### src/hw/rtl/cas_pkg.sv
// Shared types, widths and codes for the compacting array store.
`timescale 1ns / 1ps
`default_nettype none

package cas_pkg;

    // Field widths of the item and result beats.
    localparam int VALUE_W  = 32;
    localparam int IDX_W    = 10;
    localparam int COORD_W  = 10;
    localparam int DIM_W    = 11;
    localparam int COUNT_W  = 11;
    localparam int OP_W     = 2;
    localparam int STATUS_W = 2;

    // Coordinate reads use up to four dimensions.
    localparam int MAX_DIMS = 4;
    localparam int DIX_W    = $clog2(MAX_DIMS);
    localparam int DIMCNT_W = 3;

    // A row-major flat index is below (outermost coordinate + 1) times the
    // product of the inner extents, so it fits here without wrapping.
    localparam int FLAT_W = COORD_W + (MAX_DIMS - 1) * DIM_W;

    // Configuration port.
    localparam int PADDR_W   = 5;
    localparam int PDATA_W   = 32;
    localparam int REG_IDX_W = 3;

    typedef logic signed [VALUE_W-1:0] value_t;
    typedef logic [IDX_W-1:0]          idx_t;
    typedef logic [COORD_W-1:0]        coord_t;
    typedef logic [DIM_W-1:0]          dim_t;
    typedef logic [COUNT_W-1:0]        count_t;
    typedef logic [OP_W-1:0]           op_t;
    typedef logic [STATUS_W-1:0]       status_t;
    typedef logic [DIMCNT_W-1:0]       dimcnt_t;
    typedef logic [FLAT_W-1:0]         flat_t;
    typedef logic [PDATA_W-1:0]        pdata_t;
    typedef logic [REG_IDX_W-1:0]      reg_idx_t;

    typedef coord_t [MAX_DIMS-1:0] coord_vec_t;
    typedef dim_t   [MAX_DIMS-1:0] dim_vec_t;

    // Operation codes.
    localparam op_t OP_APPEND = 2'd0;
    localparam op_t OP_REMOVE = 2'd1;
    localparam op_t OP_READ   = 2'd2;
    localparam op_t OP_COORD  = 2'd3;

    // Status codes.
    localparam status_t ST_OK    = 2'd0;
    localparam status_t ST_INDEX = 2'd1;
    localparam status_t ST_COORD = 2'd2;
    localparam status_t ST_FULL  = 2'd3;

    // Register indexes on the configuration port.
    localparam reg_idx_t REG_DIMS_IN_USE = 3'd0;
    localparam reg_idx_t REG_DIM_SIZE_0  = 3'd1;
    localparam reg_idx_t REG_DIM_SIZE_1  = 3'd2;
    localparam reg_idx_t REG_DIM_SIZE_2  = 3'd3;
    localparam reg_idx_t REG_DIM_SIZE_3  = 3'd4;

    // Answer of the coordinate flattening unit.
    typedef struct packed {
        logic  done;
        logic  coord_err;
        flat_t flat;
    } flat_rsp_t;

endpackage

`default_nettype wire

### src/hw/rtl/cas_flatten.sv
// Coordinate check and iterative row-major flattening, one dimension per cycle.
`timescale 1ns / 1ps
`default_nettype none

module cas_flatten (
    input  wire logic                clk,
    input  wire logic                rst_n,
    input  wire logic                start,
    input  wire cas_pkg::coord_vec_t coords,
    input  wire cas_pkg::dim_vec_t   dims,
    input  wire cas_pkg::dimcnt_t    dims_used,
    output cas_pkg::flat_rsp_t       rsp
);

    logic                busy_reg, busy_next;
    logic                err_reg, err_next;
    cas_pkg::dimcnt_t    step_reg, step_next;
    cas_pkg::flat_t      flat_reg, flat_next;
    cas_pkg::coord_vec_t coords_reg, coords_next;

    logic                           start_err;
    logic                           done;
    logic [cas_pkg::DIX_W-1:0]      step_sel;
    logic [cas_pkg::FLAT_W+cas_pkg::DIM_W-1:0] prod;

    // Any used coordinate at or beyond its extent is rejected up front.
    always_comb
    begin
        start_err = 1'b0;
        for (int i = 0; i < cas_pkg::MAX_DIMS; i++)
        begin
            if ((cas_pkg::dimcnt_t'(i) < dims_used) &&
                (cas_pkg::dim_t'(coords[i]) >= dims[i]))
            begin
                start_err = 1'b1;
            end
        end
    end

    // One multiply-add per cycle: flat = flat * extent + coordinate.
    assign step_sel = step_reg[cas_pkg::DIX_W-1:0];
    assign prod     = flat_reg * dims[step_sel];
    assign done     = busy_reg && (err_reg || (step_reg == dims_used));

    always_comb
    begin
        busy_next   = busy_reg;
        err_next    = err_reg;
        step_next   = step_reg;
        flat_next   = flat_reg;
        coords_next = coords_reg;
        if (start)
        begin
            busy_next   = 1'b1;
            err_next    = start_err;
            step_next   = '0;
            flat_next   = '0;
            coords_next = coords;
        end
        else if (done)
        begin
            busy_next = 1'b0;
        end
        else if (busy_reg)
        begin
            flat_next = prod[cas_pkg::FLAT_W-1:0] + cas_pkg::flat_t'(coords_reg[step_sel]);
            step_next = step_reg + cas_pkg::dimcnt_t'(1);
        end
    end

    // Control state.
    always_ff @(posedge clk or negedge rst_n)
    begin
        if (!rst_n)
        begin
            busy_reg <= 1'b0;
            err_reg  <= 1'b0;
            step_reg <= '0;
        end
        else
        begin
            busy_reg <= busy_next;
            err_reg  <= err_next;
            step_reg <= step_next;
        end
    end

    // Working values.
    always_ff @(posedge clk)
    begin
        flat_reg   <= flat_next;
        coords_reg <= coords_next;
    end

    assign rsp.done      = done;
    assign rsp.coord_err = err_reg;
    assign rsp.flat      = flat_reg;

endmodule

`default_nettype wire

### config.mk
export PLATFORM = sky130hd
export DESIGN_NAME = cas_flatten
export DESIGN_NICKNAME = d
export VERILOG_FILES = /design/src/hw/rtl/cas_pkg.sv /design/src/hw/rtl/cas_flatten.sv
export SDC_FILE = /design/constraint.sdc
export NUM_CORES = 1
export LEC_CHECK = 0
export BUFFER_PORTS_ARGS = -buffer_cell sky130_fd_sc_hd__buf_4
export CAP_MARGIN = 20
export CELL_PAD_IN_SITES_DETAIL_PLACEMENT = 1
export CELL_PAD_IN_SITES_GLOBAL_PLACEMENT = 2
export CORE_MARGIN = 2
export CORE_UTILIZATION = 40
export DETAILED_ROUTE_END_ITERATION = 12
export PLACE_DENSITY = 0.81
export SYNTH_ARGS = -nofsm -noshare
export SYNTH_HDL_FRONTEND = slang
export SYNTH_SLANG_ARGS = --single-unit
### constraint.sdc
create_clock -name clk -period 7.1 [get_ports clk]
set_input_delay 1.42 -clock clk [delete_from_list [all_inputs] [get_ports clk]]
set_output_delay 1.42 -clock clk [all_outputs]
set_load 0.01 [all_outputs]
## Word-level counts from Yosys, hierarchy flattened

Index checks and enable logic that the tools add are counted.

- Register bits: 88
- Latch bits: 0
- Memory bits (writable): 0
- ROM bits: 0
- Bits of input ports: 90
- Word-level logic and storage cells: 46
- Memories kept: 0

- Add/subtract/negate cells: 2
- Multipliers: 1
- Div/mod/pow operators: 0
- Order comparisons: 9
- Equality and inequality tests: 2
- Shifts and indexed selects: 0
- Muxes and demuxes: 13
- Bitwise operators: 1
- Reductions and logical operators: 10

Operators by type and width:

| operator | count |
|---|---|
| greater-or-equal comparator 10 x 11 -> 1 bit | 4 |
| adder 43 x 10 -> 43 bit | 1 |
| multiplier 43 x 11 -> 43 bit | 1 |
| binary-select mux 11 bit (select 2 bit) | 1 |
| binary-select mux 10 bit (select 2 bit) | 1 |
| two-way mux 11 bit | 1 |
| two-way mux 10 bit | 1 |
| two-way mux 3 bit | 3 |
| < comparator 1 x 3 -> 1 bit, first input constant | 2 |
| < comparator 2 x 3 -> 1 bit, first input constant | 2 |
| two-way mux 1 bit | 6 |
| logical AND 1 bit | 5 |
| AND reduction 2 bit | 2 |
| nonzero test 2 bit | 2 |
| adder 3 x 1 -> 3 bit, second input constant | 1 |
| equality test 3 bit | 1 |
| < comparator 2 x 3 -> 1 bit, second input constant | 1 |
| inequality test 2 bit, second input constant | 1 |
| logical OR 1 bit | 1 |
| inverter 1 bit | 1 |

## Logic depth before layout (Yosys ltp)

- Depth after elaboration: 6
- Mapped depth: 26
- Gate-level depth less buffers: 23

## Worst setup path before layout

No wires, ideal clock.

- Path type: input to register
- Start: in dims[37] (netlist name)
- End: reg flat_reg[39]
- Arrival: 6.920 ns
- Data required time: 6.978 ns
- Slack: 0.058 ns
- Stages on the path: 22
- Path through: mux4_2 > clkbuf_1 > buf_1 > nand2_1 > fa_1 > fa_1 > inv_1 > fa_1 > fa_1 > inv_1 > fa_1 > inv_1 > ha_1 > clkbuf_1 > and4_1 > nor3b_1 > o2111ai_1 > a21oi_1 > nor4_2 > o31ai_2 > nor4_1 > a311o_1

- Longest elaborated chain between the ends: 4

Ends and longest elaborated chain:

| what | line | source |
|---|---|---|
| start, declared | cas_flatten.sv:10 | `input wire cas_pkg::dim_vec_t dims,` |
| binary-select mux 11 bit (select 2 bit) | cas_flatten.sv:42 | `assign prod = flat_reg * dims[step_sel];` |
| two-way mux 11 bit (not written as such) | cas_flatten.sv:42 |  |
| multiplier 43 x 11 -> 43 bit | cas_flatten.sv:42 |  |
| adder 43 x 10 -> 43 bit | cas_flatten.sv:66 | `flat_next = prod[cas_pkg::FLAT_W-1:0] + cas_pkg::flat_t'(coords_reg[step_sel]);` |
| end signal, assigned | cas_flatten.sv:91 | `flat_reg <= flat_next;` |
| end, declared | cas_flatten.sv:18 | `cas_pkg::flat_t flat_reg, flat_next;` |

Every way passes these cells. The select of a mux whose other input is x is not followed.
A chain may end at the register's enable or synchronous reset.

## Worst setup path after layout

- Start: in dims[8] (netlist name)
- End: reg flat_reg[35]

Same word-level chain as after synthesis.

==> impl_metrics.toml <==
[sta]
max_freq_mhz = 143
fin_crit_ps = 6980
rsz0062_at_grt = "true"
slew_headroom_pct = 48.6
setup_viol_count_final = 0
worst_pin_slew_ps = 772
hold_ws_ps = 538
slew_viol_final = 0
hold_violations = 0
min_period_over_period_pct = 98.3
finalClockSkew_ps = 11.0

[finish]
area_delta_synth_final_pct = 20.5
layoutNonFillerInstCount = 2774
antenna_cells = 0
drive_gt1_share_pct = 19.0
num-nets-final = 2735
largest_register_ffs = 43
final_cell_mix = "416 x inv_1, 321 x fa_1, 315 x nand2_1"
layout_commonest_cell = "inv_1"

[global_route]
busiest_layer = "met2"
grtUsageMet1_pct = 32.5
met2_usage_pct = 45.5
grt_pass1_wl_mm = 90.7
grtUsageTotal_pct = 25.5
grt_max_degree = 59
grt_util_met3_pct = 2.89
grt_pass1_vias = 16400
antenna_found_initial = 1
overflow = 0

[yosys]
yosys_warnings = 0
synth_area_per_cell_sq_um = 8.93
syn_inst = 1977
yosys.cell_types.count = 65
synth_ff_type = "dfxtp_1"
async_flop_share_pct = 5.68
synth_nets = 2528
yosysSeqAreaShare_pct = 12.4
syn-cell-area_sq_mm = 0.0177
ys_ff_latch = 88
synth_edf_count = 40

[routing]
drc = 0
wire_per_inst_um = 20.7
postRouteAntennaNets = 0
drtIter0Drc = 707
wl_mm = 57.4
via_per_inst = 5.11
dr.pass1.iters = 5
via_count = 14200

[floorplanning]
initial_core_util_pct = 40.7
die_y_um = 214
io_pins = 135
rows = 76
die_area_sq_mm = 0.0458
coreArea_sq_mm = 0.0434
die_x_um = 214

[flow_run]
cap_viol_max_count = 0

[clocking]
ctsRootBufferMaster = "clkbuf_16"
cts_buffers = 9
clockBufferDepth = 2
h-tree-depth = 3
holdBufCountCts = 0
cts_tree = "done"
clock_latency_ps = 390
path_clk_slew_ps = 80
cts.sink_count = 88

[critical_path]
arrival_ps = 7250
crit_path_max_fanout = 5
critPathKind = "primary input to flip-flop"
crit_path_end_kind = "flip-flop"
cp.required_ps = 7370
reg2reg_slack_ps = 470
crit_path_start_kind = "primary input"

[pwr]
ir_drop_v = 0.000295
p_leak_uw = 0.00995
p_per_area_mw_per_mm2 = 450

[place]
dpl.hpwl_mm = 45.8
io_buffer_count = 134
gp_congestion = 0.867
place_inst = 2739

[status]
status = "completed"

[min_path]
hp-class = "flip-flop to flip-flop"
## synth_stat cells, drive strengths merged (5+ instances only)
cell / n / area share [%]
dfrtp: 5 / 0.71
nor2: 35 / 0.74
nand3: 12 / 0.34
a21o: 21 / 0.89
inv: 419 / 8.9
dfxtp: 43 / 4.9
nand3b: 5 / 0.21
o21a: 11 / 0.47
nand4: 5 / 0.18
xnor2: 44 / 2.2
buf: 19 / 0.62
and2: 123 / 4.4
clkbuf: 88 / 1.9
o21ai: 32 / 0.91
a21oi: 88 / 2.5
nand2: 322 / 6.9
nor2b: 69 / 2.4
o2111ai: 6 / 0.30
ha: 134 / 9.5
o211ai: 6 / 0.26
a211oi: 7 / 0.33
nor3: 10 / 0.28
fa: 327 / 37
xor2: 12 / 0.64
a31oi: 5 / 0.18
mux4: 19 / 2.4
edfxtp: 40 / 6.8
nand2b: 21 / 0.74
## kinds of logic after synthesis
family / synth area share, %
and+or+nand+nor: 17.0
buffers and inverters: 11.4
adders and majority gates: 46.6
AOI/OAI and AO/OA: 7.17
DFF: 12.4
xor gates and xnor gates: 2.82
muxes: 2.66
## timing repair
action,4_1_cts,5_1_grt
gates resized for setup,5,78
buffers inserted,0,15
gates cloned,0,4
pin swaps,0,40
setup endpoints to repair,4,13
## routing by layer
metal	wire length, um	vias to the layer above
met5	0	-
met4	1540	0
met3	1870	96
met2	29000	248
met1	25000	7433
li1	-	6410
## worst max-delay path, stage by stage
cell and delay (ps):
buf_4 120, mux2i_2 180, buf_4 150, nor2_1 60, a21oi_4 200, buf_12 170, buf_8 140, nand2b_4 130
fa_2 440, fa_1 490, inv_1 60, fa_1 510, fa_1 500, inv_1 50, fa_1 480, inv_1 70
ha_4 280, o21a_1 120, o211ai_1 110, a31oi_2 280, o211ai_1 190, o31ai_1 320, buf_4 200, a211oi_2 70
buf_4 160, a21oi_4 140, xnor2_2 120, o21ai_1 70
## layout make-up
cell class,instances,area [sq um]
Timing Repair Buffer,303,2620
Sequential cell,88,2190
Clock inverter,6,72.6
Tap cell,585,732
Fill cell,5076,22100
Inverter,419,1570
Clock buffer,10,239
Multi-Input combinational cell,1363,13900
## report_power, final
part	total, uW	leakage [uW]	internal [uW]	switching [uW]
Sequential	1000	0.000803	639	366
Clock	555	0.000156	289	265
Combinational	8010	0.00899	3610	4390
## final timing paths
check | from | to | depth (start not counted)
max | dims[8] | flat_reg[35] | 28
min | flat_reg[42] | flat_reg[42] | 2
max reg2reg | step_reg[0] | flat_reg[39] | 23
min reg2reg | flat_reg[42] | flat_reg[42] | 2
max in group asynchronous | rst_n | step_reg[0] | 1
min in group asynchronous | rst_n | step_reg[2] | 1
## per-stage QoR
step | instance area (sq um) | setup TNS, ps | power (uW) | setup WS [ps] | utilization, %
floorplan | 17700 | 0 | 5500 | 58.0 | -
global placement | 20300 | -2400 | 8350 | -339 | 46.8
detailed placement | 20300 | -4040 | 8510 | -467 | 46.8
CTS | 20600 | 0 | 9190 | 5.73 | 47.6
global route | 21300 | -261 | 10600 | -61.5 | 49.1
finish | 21300 | 0 | 9570 | 120 | 49.1
Note: power is estimated with default switching activity, not from simulation.
